<file path="config.mk">
export PLATFORM = sky130hd
export DESIGN_NAME = utf8_stream_validator_flat
export DESIGN_NICKNAME = d
export VERILOG_FILES = /design/src/design/utf8v_pkg.sv /design/src/design/utf8v_byte_if.sv /design/src/design/utf8v_res_if.sv /design/src/design/utf8v_step.sv /design/src/design/utf8_stream_validator.sv /design/src/flat_wrapper.sv
export SDC_FILE = /design/constraint.sdc
export NUM_CORES = 1
export LEC_CHECK = 0
export ABC_AREA = 1
export BUFFER_PORTS_ARGS = -buffer_cell sky130_fd_sc_hd__buf_2
export CAP_MARGIN = 5
export CORE_ASPECT_RATIO = 1.5
export CORE_MARGIN = 3
export CORE_UTILIZATION = 45
export DETAILED_ROUTE_END_ITERATION = 12
export PLACE_DENSITY_LB_ADDON = 0.05
export SYNTH_ARGS = -nofsm -noshare
export SYNTH_HDL_FRONTEND = slang
export SYNTH_HIERARCHICAL = 1
export SYNTH_SLANG_ARGS = --single-unit
</file>
<file path="constraint.sdc">
create_clock -name i_clk -period 3.3 [get_ports i_clk]
set_input_delay 0.66 -clock i_clk [delete_from_list [all_inputs] [get_ports i_clk]]
set_output_delay 0.66 -clock i_clk [all_outputs]
set_load 0.05 [all_outputs]
</file>
<file path="src/design/utf8v_pkg.sv">
// Shared types, codes and the code point check for the UTF-8 stream validator.
// Depends on nothing; utf8v_step and utf8_stream_validator import it.
package utf8v_pkg;

    // Open sequence kind, named by its total byte count
    typedef logic [1:0] t_seq;
    localparam t_seq SEQ_NONE  = 2'd0;
    localparam t_seq SEQ_TWO   = 2'd1;
    localparam t_seq SEQ_THREE = 2'd2;
    localparam t_seq SEQ_FOUR  = 2'd3;

    typedef logic [1:0]  t_cont;
    typedef logic [20:0] t_code;

    localparam t_code CODE_MIN_THREE = 21'h000800;
    localparam t_code CODE_MIN_FOUR  = 21'h010000;
    localparam t_code CODE_LIMIT     = 21'h110000;
    localparam t_code NONCHAR_LO     = 21'h00FDD0;
    localparam t_code NONCHAR_HI     = 21'h00FDEF;
    localparam logic [9:0] SURROGATE_TOP = 10'b0000011011;

    // Verdict flags from the step logic to the result register
    typedef struct packed {
        logic emit;
        logic ok;
    } t_verdict;

    // Accept a finished three- or four-byte code point
    function automatic logic code_ok(input t_code v, input t_seq seq);
        logic pass;
        pass = 1'b1;
        if (seq == SEQ_FOUR) begin
            if (v < CODE_MIN_FOUR) pass = 1'b0;
        end else begin
            if (v < CODE_MIN_THREE) pass = 1'b0;
        end
        if (v >= CODE_LIMIT) pass = 1'b0;
        if (v[20:11] == SURROGATE_TOP) pass = 1'b0;
        if (v >= NONCHAR_LO && v <= NONCHAR_HI) pass = 1'b0;
        if (&v[15:1]) pass = 1'b0;
        return pass;
    endfunction

endpackage

</file>
<file path="src/design/utf8v_byte_if.sv">
// Input channel of the UTF-8 stream validator: one string byte per word.
// Depends on nothing.
interface utf8v_byte_if;
    logic       valid;
    logic       ready;
    logic [7:0] data_byte;
    logic       is_last;

    modport source (output valid, output data_byte, output is_last, input ready);
    modport sink   (input valid, input data_byte, input is_last, output ready);
endinterface

</file>
<file path="src/design/utf8v_res_if.sv">
// Result channel of the UTF-8 stream validator: one verdict per word.
// Depends on nothing; the offset width is a parameter.
interface utf8v_res_if #(
    parameter int OFFSET_BITS = 16
);
    logic                   valid;
    logic                   ready;
    logic                   valid_res;
    logic [OFFSET_BITS-1:0] end_offset;

    modport source (output valid, output valid_res, output end_offset, input ready);
    modport sink   (input valid, input valid_res, input end_offset, output ready);
endinterface

</file>
<file path="src/design/utf8v_step.sv">
// Per-byte decode state and next-state logic of the UTF-8 stream validator.
// Depends on utf8v_pkg.
module utf8v_step
    import utf8v_pkg::*;
#(
    parameter int OFFSET_BITS = 16
) (
    input  logic                   i_clk,
    input  logic                   i_rst_n,
    input  logic                   i_fire,
    input  logic [7:0]             i_byte,
    input  logic                   i_last,
    output t_verdict               o_verdict,
    output logic [OFFSET_BITS-1:0] o_off
);

    logic [OFFSET_BITS-1:0] r_pos, n_pos;
    logic [OFFSET_BITS-1:0] r_lead, n_lead;
    t_cont                  r_cont, n_cont;
    t_code                  r_code, n_code;
    t_seq                   r_seq, n_seq;
    logic                   r_skip, n_skip;

    always_comb begin
        logic [OFFSET_BITS-1:0] nxt;
        logic                   give;
        logic                   lead2;
        logic                   lead3;
        logic                   lead4;
        t_code                  code_new;
        t_cont                  cont_new;

        nxt      = r_pos + 1'b1;
        give     = 1'b0;
        lead2    = (i_byte[7:5] == 3'b110);
        lead3    = (i_byte[7:4] == 4'b1110);
        lead4    = (i_byte[7:3] == 5'b11110);
        code_new = (r_seq != SEQ_TWO) ? {r_code[14:0], i_byte[5:0]} : r_code;
        cont_new = r_cont - 1'b1;

        n_pos  = r_pos;
        n_lead = r_lead;
        n_cont = r_cont;
        n_code = r_code;
        n_seq  = r_seq;
        n_skip = r_skip;
        o_verdict = '0;
        o_off     = r_pos;

        if (r_skip) begin
            // drop bytes up to the end of the buffer
            if (i_last) n_skip = 1'b0;
        end else if (r_cont == 2'd0) begin
            if (i_byte == 8'h00) begin
                give = 1'b1;
                o_verdict.ok = 1'b1;
            end else if (!i_byte[7]) begin
                if (i_last) begin
                    give = 1'b1;
                    o_verdict.ok = 1'b1;
                    o_off = nxt;
                end else begin
                    n_pos = nxt;
                end
            end else if ((lead2 && i_byte[4:1] != 4'd0) || lead3 || lead4) begin
                n_lead = r_pos;
                if (lead2) begin
                    n_seq  = SEQ_TWO;
                    n_cont = 2'd1;
                    n_code = '0;
                end else if (lead3) begin
                    n_seq  = SEQ_THREE;
                    n_cont = 2'd2;
                    n_code = {17'd0, i_byte[3:0]};
                end else begin
                    n_seq  = SEQ_FOUR;
                    n_cont = 2'd3;
                    n_code = {18'd0, i_byte[2:0]};
                end
                if (i_last) give = 1'b1;
                else        n_pos = nxt;
            end else begin
                // overlong two-byte lead or stray byte
                give = 1'b1;
            end
        end else begin
            o_off = r_lead;
            if (i_byte[7:6] != 2'b10) begin
                give = 1'b1;
            end else if (cont_new == 2'd0) begin
                if (r_seq != SEQ_TWO && !code_ok(code_new, r_seq)) begin
                    give = 1'b1;
                end else if (i_last) begin
                    give = 1'b1;
                    o_verdict.ok = 1'b1;
                    o_off = nxt;
                end else begin
                    n_cont = cont_new;
                    n_seq  = SEQ_NONE;
                    n_code = '0;
                    n_pos  = nxt;
                end
            end else if (i_last) begin
                give = 1'b1;
            end else begin
                n_cont = cont_new;
                n_code = code_new;
                n_pos  = nxt;
            end
        end

        if (give) begin
            o_verdict.emit = 1'b1;
            n_pos  = '0;
            n_lead = '0;
            n_cont = 2'd0;
            n_code = '0;
            n_seq  = SEQ_NONE;
            n_skip = !i_last;
        end
        if (r_skip && i_last) begin
            n_pos  = '0;
            n_lead = '0;
            n_cont = 2'd0;
            n_code = '0;
            n_seq  = SEQ_NONE;
        end
    end

    always_ff @(posedge i_clk) begin
        if (!i_rst_n) begin
            r_pos  <= '0;
            r_lead <= '0;
            r_cont <= 2'd0;
            r_code <= '0;
            r_seq  <= SEQ_NONE;
            r_skip <= 1'b0;
        end else if (i_fire) begin
            r_pos  <= n_pos;
            r_lead <= n_lead;
            r_cont <= n_cont;
            r_code <= n_code;
            r_seq  <= n_seq;
            r_skip <= n_skip;
        end
    end

    a_skip_silent: assert property (@(posedge i_clk) disable iff (!i_rst_n)
        r_skip |-> !o_verdict.emit)
        else $error("verdict while skipping");

    a_skip_after_verdict: assert property (@(posedge i_clk) disable iff (!i_rst_n)
        i_fire && o_verdict.emit && !i_last |=> r_skip)
        else $error("no skip after mid-buffer verdict");

    a_cont_seq_pair: assert property (@(posedge i_clk) disable iff (!i_rst_n)
        (r_cont == 2'd0) == (r_seq == SEQ_NONE))
        else $error("continuation count and sequence kind disagree");

    a_cont_bound: assert property (@(posedge i_clk) disable iff (!i_rst_n)
        r_cont <= r_seq)
        else $error("more continuations left than the sequence holds");

endmodule

</file>
<file path="src/design/utf8_stream_validator.sv">
// Top level of the UTF-8 stream validator: input register, step logic, result register.
// Depends on utf8v_pkg, utf8v_byte_if, utf8v_res_if and utf8v_step.
//
// The block checks strings of UTF-8 bytes that arrive one byte per word on i_in, the last
// byte of each buffer flagged by is_last. A NUL byte in lead position also ends the string.
// For every string exactly one verdict word leaves on o_res: valid_res set with end_offset
// at the NUL offset or at the buffer's byte count when the string is good, valid_res clear
// with end_offset at the lead byte of the failing sequence otherwise. After a verdict, the
// remaining bytes up to and including the next is_last byte are dropped, and the byte after
// that starts a new string at offset 0. Rejected are stray continuation bytes, bytes F8..FF,
// overlong forms, surrogates, the noncharacters FDD0..FDEF and xFFFE/xFFFF, code points
// above 10FFFF, and a NUL or end of buffer inside a sequence. Offsets wrap at
// 2^OFFSET_BITS. Throughput is one byte per cycle unless the input is held; an accepted
// byte sits in the input register while the decode step works on it, and the result
// register loads its verdict when the step fires on that byte. The input register refills
// while a finished verdict waits in the result register, so only a full result register
// with o_res.ready low holds the input.
module utf8_stream_validator
    import utf8v_pkg::*;
#(
    parameter int OFFSET_BITS = 16
) (
    input  logic          i_clk,
    input  logic          i_rst_n,
    utf8v_byte_if.sink    i_in,
    utf8v_res_if.source   o_res
);

    // input register
    logic       r_in_vld;
    logic [7:0] r_byte;
    logic       r_last;

    // result register
    logic                   r_out_vld;
    logic                   r_ok;
    logic [OFFSET_BITS-1:0] r_off;

    t_verdict               w_verdict;
    logic [OFFSET_BITS-1:0] w_off;
    logic                   w_fire;
    logic                   w_in_take;

    // Advance the held byte when the result register is free or drains this cycle
    assign w_fire    = r_in_vld && (!r_out_vld || o_res.ready);
    assign w_in_take = i_in.valid && i_in.ready;
    assign i_in.ready = !r_in_vld || w_fire;

    always_ff @(posedge i_clk) begin
        if (!i_rst_n) begin
            r_in_vld <= 1'b0;
        end else if (i_in.ready) begin
            r_in_vld <= i_in.valid;
        end
    end

    always_ff @(posedge i_clk) begin
        if (w_in_take) begin
            r_byte <= i_in.data_byte;
            r_last <= i_in.is_last;
        end
    end

    utf8v_step #(
        .OFFSET_BITS(OFFSET_BITS)
    ) u_step (
        .i_clk     (i_clk),
        .i_rst_n   (i_rst_n),
        .i_fire    (w_fire),
        .i_byte    (r_byte),
        .i_last    (r_last),
        .o_verdict (w_verdict),
        .o_off     (w_off)
    );

    // Load a verdict, drop the old one once taken, hold otherwise
    always_ff @(posedge i_clk) begin
        if (!i_rst_n) begin
            r_out_vld <= 1'b0;
        end else if (w_fire && w_verdict.emit) begin
            r_out_vld <= 1'b1;
        end else if (o_res.ready) begin
            r_out_vld <= 1'b0;
        end
    end

    always_ff @(posedge i_clk) begin
        if (w_fire && w_verdict.emit) begin
            r_ok  <= w_verdict.ok;
            r_off <= w_off;
        end
    end

    assign o_res.valid      = r_out_vld;
    assign o_res.valid_res  = r_ok;
    assign o_res.end_offset = r_off;

    a_fire_needs_byte: assert property (@(posedge i_clk) disable iff (!i_rst_n)
        w_fire |-> r_in_vld)
        else $error("step fired without a held byte");

    a_take_loads: assert property (@(posedge i_clk) disable iff (!i_rst_n)
        w_in_take |=> r_in_vld)
        else $error("accepted byte not held");

    a_no_overwrite: assert property (@(posedge i_clk) disable iff (!i_rst_n)
        r_out_vld && !o_res.ready |-> !w_fire)
        else $error("step advanced over a waiting verdict");

endmodule
</file>
<file path="src/flat_wrapper.sv">
// flat-port wrapper written by rule: the top's interface ports become plain ports
module utf8_stream_validator_flat import utf8v_pkg::*;
#(
    parameter int OFFSET_BITS = 16
)
  (i_clk, i_rst_n, i_in_valid, i_in_data_byte, i_in_is_last, i_in_ready, o_res_valid, o_res_valid_res, o_res_end_offset, o_res_ready);
  utf8v_byte_if i_in_i ();
  utf8v_res_if #(.OFFSET_BITS(OFFSET_BITS)) o_res_i ();
  input  logic i_clk;
  input  logic i_rst_n;
  input wire logic [$bits(i_in_i.valid)-1:0] i_in_valid;
  input wire logic [$bits(i_in_i.data_byte)-1:0] i_in_data_byte;
  input wire logic [$bits(i_in_i.is_last)-1:0] i_in_is_last;
  output wire logic [$bits(i_in_i.ready)-1:0] i_in_ready;
  output wire logic [$bits(o_res_i.valid)-1:0] o_res_valid;
  output wire logic [$bits(o_res_i.valid_res)-1:0] o_res_valid_res;
  output wire logic [$bits(o_res_i.end_offset)-1:0] o_res_end_offset;
  input wire logic [$bits(o_res_i.ready)-1:0] o_res_ready;
  assign i_in_i.valid = i_in_valid;
  assign i_in_i.data_byte = i_in_data_byte;
  assign i_in_i.is_last = i_in_is_last;
  assign i_in_ready = i_in_i.ready;
  assign o_res_valid = o_res_i.valid;
  assign o_res_valid_res = o_res_i.valid_res;
  assign o_res_end_offset = o_res_i.end_offset;
  assign o_res_i.ready = o_res_ready;
  utf8_stream_validator #(.OFFSET_BITS(OFFSET_BITS)) u_core (.i_clk(i_clk), .i_rst_n(i_rst_n), .i_in(i_in_i), .o_res(o_res_i));
endmodule
</file>
Word level (Yosys, flattened, before mapping)

Cells that the tools add are included.
Widths: inputs -> output; s select.

Muxes and demuxes: 95
Magnitude comparators: 5
Reductions and logical operators: 30
Equality and inequality tests: 19
Add/subtract/negate cells: 2

Operators by type and width:

| kind                  | count |
|---|---|
| $mux 16               | 27 |
| $mux 21               | 13 |
| $mux 2                | 20 |
| $mux 1                | 33 |
| $ge 21x16->1 const B  | 1 |
| $ge 21x21->1 const B  | 1 |
| $le 21x16->1 const B  | 1 |
| $lt 21x12->1 const B  | 1 |
| $lt 21x17->1 const B  | 1 |
| $reduce_and 9->1      | 2 |
| $add 16x1->16 const B | 1 |
| $ne 5x5->1 const B    | 3 |
| $reduce_and 15->1     | 1 |
| $ne 4x2->1 const B    | 3 |
| $reduce_and 6->1      | 2 |
| $eq 10x5->1 const B   | 1 |
| $reduce_bool 3->1     | 3 |
| $logic_not 8->1       | 1 |
| $mux 4                | 2 |
| $ne 4x1->1 const B    | 2 |
| $reduce_bool 4->1     | 2 |
| $logic_and 1x1->1     | 7 |
| $reduce_and 7->1      | 1 |
| $ne 3x1->1 const B    | 2 |
| 13 further kinds      | 20 |

Bits in registers: 86

Logic depth before layout (Yosys ltp)

Depth in word-level cells: 23
Gate-level depth with buffers: 25
Depth with buffers taken out: 23

Hierarchy

The synthesis kept the hierarchy.

Modules (own cells, without submodules):

| module                | area an instance (um^2) | instances | cells each |
|---|---|---|---|
| utf8v_step            | 4202.8                  | 1         | 700 |
| utf8_stream_validator | 888.4                   | 1         | 43 |

Least setup slack after synthesis

OpenSTA, ideal clock, no wires.

Path type: register -> register
Start point: register u_core.u_step.r_seq[0]
End point: register u_core.r_off[0], in the netlist u_core/o_res.end_offset[0] (enable)
Arrival: 2952 ps
Cell stages (with the launch flop): 21
Slack: -65 ps
Period minus slack after synthesis: 3365 ps
Path buffers: 2
Required time: 2888 ps
Path through: dfxtp_1 buf_4 nand2_4 buf_6 nand2_2 nand2_2 nor2_2 nand2_1 nor2_2 nand2_1 nand2_1 inv_1 nand2_1 nor2_1 nand2_2 nand3_2 nand2_2 nand3_2 inv_1 inv_1 nor3_1

RTL lines:

| item                     | line                        | source |
|---|---|---|
| start: declaration       | utf8v_step.sv:21            | `t_seq r_seq, n_seq;` |
| start signal: assignment | utf8v_step.sv:143           | `r_seq <= n_seq;` |
| end signal: assignment   | utf8_stream_validator.sv:90 | `r_off <= w_off;` |
| end: declaration         | utf8_stream_validator.sv:37 | `logic [OFFSET_BITS-1:0] r_off;` |

Final worst setup path

Start point: register u_core.u_step.r_seq[0]
End point: register u_core.u_step.r_code[1]

Longest elaborated chain between the ends: 22
Elaborated cells between the ends (all ways): 45
Classes of those cells: order compare (5); eq/ne (11); mux (24); reduce/logical (5)

Ends and longest elaborated chain:

| item                                                                | line                               | source |
|---|---|---|
| $ne 2x1->1                                                          | utf8v_step.sv:38, utf8v_step.sv:91 |  |
| $mux 21                                                             | utf8v_step.sv:38                   | `code_new = (r_seq != SEQ_TWO) ? {r_code[14:0], i_byte[5:0]} : r_code;` |
| $lt 21x12->1 / $lt 21x17->1 (equally long branches)                 | utf8v_pkg.sv:35, utf8v_pkg.sv:33   |  |
| $mux 1, on equally long branches                                    | utf8v_pkg.sv:35, utf8v_pkg.sv:33   |  |
| $mux 1                                                              | utf8v_pkg.sv:32                    | `if (seq == SEQ_FOUR) begin` |
| $mux 1                                                              | utf8v_pkg.sv:37                    | `if (v >= CODE_LIMIT) pass = 1'b0;` |
| $mux 1                                                              | utf8v_pkg.sv:38                    | `if (v[20:11] == SURROGATE_TOP) pass = 1'b0;` |
| $mux 1                                                              | utf8v_pkg.sv:39                    | `if (v >= NONCHAR_LO && v <= NONCHAR_HI) pass = 1'b0;` |
| [6 not listed]                                                      | n/a                                |  |
| $logic_and 1x1->1                                                   | utf8v_step.sv:91                   | `if (r_seq != SEQ_TWO && !code_ok(code_new, r_seq)) begin` |
| $mux 1                                                              | utf8v_step.sv:91                   |  |
| $mux 1                                                              | utf8v_step.sv:90                   | `end else if (cont_new == 2'd0) begin` |
| $mux 1                                                              | utf8v_step.sv:88                   | `if (i_byte[7:6] != 2'b10) begin` |
| $mux 1                                                              | utf8v_step.sv:53                   | `end else if (r_cont == 2'd0) begin` |
| $mux 1                                                              | utf8v_step.sv:50                   | `if (r_skip) begin` |
| $ne 5x5->1 (no source line) (tied with other cells)                 | n/a                                |  |
| $reduce_and 9->1 (no source line) / $mux 21 (equally long branches) | n/a                                |  |
| end signal: assignment                                              | utf8v_step.sv:142                  | `r_code <= n_code;` |
| end: declaration                                                    | utf8v_step.sv:20                   | `t_code r_code, n_code;` |

Parallel ways exist; a longest one is shown, timed or not. The select of a mux whose other input is x is not followed.
A chain may end at the register's enable or synchronous reset.

==> results_dict.tcl <==
set metrics [dict create \
    status "complete, no violations" \
    synth_top_cell_area_share 0.2359 \
    setup_viol 0 \
    ys_ff_latch 86 \
    yosys_warnings 6 \
    timing.rr.start "u_core/u_step/r_seq[0]$_SDFFE_PN0P_" \
    ys_seq_area_frac 0.3893 \
    worstMarginPinSlew_ns 0.7425 \
    reg2reg_to "u_core/u_step/r_code[1]$_SDFFE_PN0P_" \
    viasPerCell 5.432 \
    io_buffers 31 \
    post_cts_buffers 0 \
    critPathKind "register to register" \
    wirelength_mm 13.98 \
    antenna_found_initial 0 \
    cts_max_level 3 \
    hold_viol 0 \
    grt_first_pass_wirelength_mm 22.63 \
    drc_errors 0 \
    cp-start-kind "register" \
    drv_slew 0 \
    syn-num-nets 757 \
    antenna_left 0 \
    drt_iter0_drc 277 \
    grt_overflow_total 0 \
    crit_end "u_core/u_step/r_code[1]$_SDFFE_PN0P_" \
    p_per_area_nw_per_um2 515.4 \
    hold_buffers 0 \
    nets 780 \
    crit_path_frequent_cell "nand2_1" \
    numCtsBuffers 9 \
    r2r_slack_ns 0.24 \
    crit_path_max_incr_delay_ns 0.39 \
    timing.fmax_mhz 327.2 \
    wl_per_cell_um 15.28 \
    period_minus_slack_ns 3.057 \
    drive_gt1_frac 0.1219 \
    path_max_fanout 31 \
    dieHeight_um 136.3 \
    dieArea_um2 12650 \
    slowest_stage "dfxtp_1" \
    clk_latency_ns 0.34 \
    n_antenna_cell 0 \
    cts_tree "built" \
    grt_pass1_vias 4681 \
    die_x_um 92.85 \
    root_buffer "clkbuf_16" \
    crit_chain "inv_1, nor2_2, buf_4, nand2_1, nand2_1, nor2_2, nand2_1, nor2_2, nand2_1, nand2_1, inv_1, nand2_1, nor2_1, nand2_2, nand3_2, nand2_2, nand2_2, nand2_2, nand2_4, buf_4, nand2_1, inv_1, a21oi_1, a21oi_1" \
    leakagePower_nw 2.397 \
    syn_area_per_cell_um2 6.852 \
    setup_tns_ns 0 \
    io_pins 32 \
    finalCritPeriodShare 0.9262 \
    setup.worst_path.end_class "register" \
    cts.reportedPaths.clkPinSlew_ns 0.06 \
    cts_sinks 86 \
    regArea_um2 1982 \
    fillers 1103 \
    clock_path_buffers 2 \
    reg2reg_depth 24 \
    whs_ns 0.4686 \
    drt_pass1_iterations 5 \
    skew_ns 0.009271 \
    cp_data_arrival_time_ns 3.32 \
    coreArea_um2 10820 \
    hp-class "register to register" \
    place_congestion 0.9324 \
    holdPathStages 2 \
    cap_violations 0 \
    slew_headroom 0.5043 \
    dp_hpwl_mm 9.806 \
    multi_input_area_um2 2623 \
    grt_max_degree 42 \
    via_count 4970 \
    final_cell_mix "188 x nand2_1, 82 x nor2_1, 77 x inv_1, 60 x dfxtp_1, 60 x a21oi_1" \
    cts_resized 0 \
    crit_cells 24 \
    area_growth_pct 11.38 \
    synth.area.top_cells "dfxtp_1 24%, edfxtp_1 15%, nand2_1 14%, nor2_1 6.1%, a21oi_1 5.9%" \
    path_delay_family "simple AND/OR/NAND/NOR gates" \
    mostFrequentLayoutCell "nand2_1" \
    crit_required_ns 3.56 \
    rsz0062_at_grt "no" \
    initial_core_util 0.4705 \
    synth_top_area_cell "dfxtp_1" \
    vdd.ir_drop.worst_mv 0.2519 \
    track_usage 0.2248 \
    ys_types 40 \
    critPathBufInv 5 \
    total_power_w 0.002923 \
    synth_cells 743 \
    post_synth_instance_area_um2 5091 \
    rows 46 \
    critPathLaunch "u_core/u_step/r_seq[0]$_SDFFE_PN0P_" \
]
## kinds of logic after synthesis
family	Yosys count	synth area share
AO/OA/AOI/OAI	151	0.1654
XOR/XNOR	14	0.02409
adder cells (fa/ha/maj)	1	0.002457
buffers and inverters	119	0.09880
flip-flops	86	0.3893
AND/OR/NAND/NOR	372	0.3200
## report_power, final
| group | internal, W | total [W] | switching (W) | leakage (nW) |
|---|---|---|---|---|
| clock | 0.000585 | 0.000996 | 0.000411 | 0.130 |
| sequential | 0.00118 | 0.00124 | 0.0000637 | 0.740 |
| combinational | 0.000205 | 0.000682 | 0.000478 | 1.53 |
## per-layer routing
| layer | vias to the layer above | global-route usage | part of all wire |
|---|---|---|---|
| li1 | 2492 | - | - |
| met1 | 2298 | 0.2583 | 0.40 |
| met2 | 150 | 0.4092 | 0.53 |
| met3 | 30 | 0.03101 | 0.044 |
| met4 | 0 | 0.1002 | 0.032 |
| met5 | - | 0 | 0 |
## synth_stat cells, drive strengths merged
master,instances
a21oi,60
o22ai,1
inv,80
nor2,92
a22oi,3
dfxtp,60
o21ai,65
or2,1
nand2,200
xor2,14
ha,1
nor3,19
edfxtp,26
a32oi,2
clkinv,2
nand4,24
a21boi,1
o211ai,6
a31oi,4
nand3b,2
clkbuf,18
buf,19
o31ai,1
nand3,33
a221oi,6
a41oi,2
and3,1
## registers in the layout, summed over array words and instances, names as in the netlist
signal                   flops
u_core/r_last                1
u_core/o_res.valid_res       1
u_core/o_res.valid           1
u_core/r_in_vld              1
u_core/u_step/r_cont         2
u_core/u_step/r_seq          2
u_core/u_step/r_skip         1
u_core/u_step/r_code        21
u_core/o_res.end_offset     16
u_core/u_step/r_lead        16
u_core/r_byte                8
u_core/u_step/r_pos         16
## worst min-delay path, cell delays in order (launching register included)
cell and delay [ns]:
dfxtp_1 0.31, nand2_1 0.06, a21oi_1 0.06
## worst min-delay path by stage
stage               slack [ns]                                   end                                 start
global placement          0.46  u_core/u_step/r_code[7]$_SDFFE_PN0P_  u_core/u_step/r_code[7]$_SDFFE_PN0P_
global route              0.49            u_core/r_byte[6]$_DFFE_PP_                     i_in_data_byte[6]
finish                    0.47  u_core/u_step/r_code[7]$_SDFFE_PN0P_  u_core/u_step/r_code[7]$_SDFFE_PN0P_
detailed placement        0.46  u_core/u_step/r_code[7]$_SDFFE_PN0P_  u_core/u_step/r_code[7]$_SDFFE_PN0P_
floorplan                 0.45  u_core/u_step/r_code[7]$_SDFFE_PN0P_  u_core/u_step/r_code[7]$_SDFFE_PN0P_
CTS                       0.47  u_core/u_step/r_code[7]$_SDFFE_PN0P_  u_core/u_step/r_code[7]$_SDFFE_PN0P_
## through the flow
stage | setup slack (ns) | util | instance area (um2) | instances
2_1_floorplan | 0.4450 | - | 5096 | 743
3_3_place_gp | 0.2749 | 0.4969 | 5376 | 899
3_5_place_dp | 0.2472 | 0.4969 | 5376 | 899
4_1_cts | 0.2249 | 0.5232 | 5662 | 915
5_1_grt | 0.03324 | 0.5241 | 5670 | 915
6_report | 0.2434 | 0.5241 | 5670 | 915
## layout make-up
type | instances | area share
clock buffer | 12 | 0.04170
clock inverter | 4 | 0.008605
inverter | 82 | 0.05472
multi-input combinational | 538 | 0.4625
sequential | 86 | 0.3495
tap | 144 | 0.03177
timing repair buffer | 49 | 0.05119
Note: power is estimated with default switching activity, not from simulation.
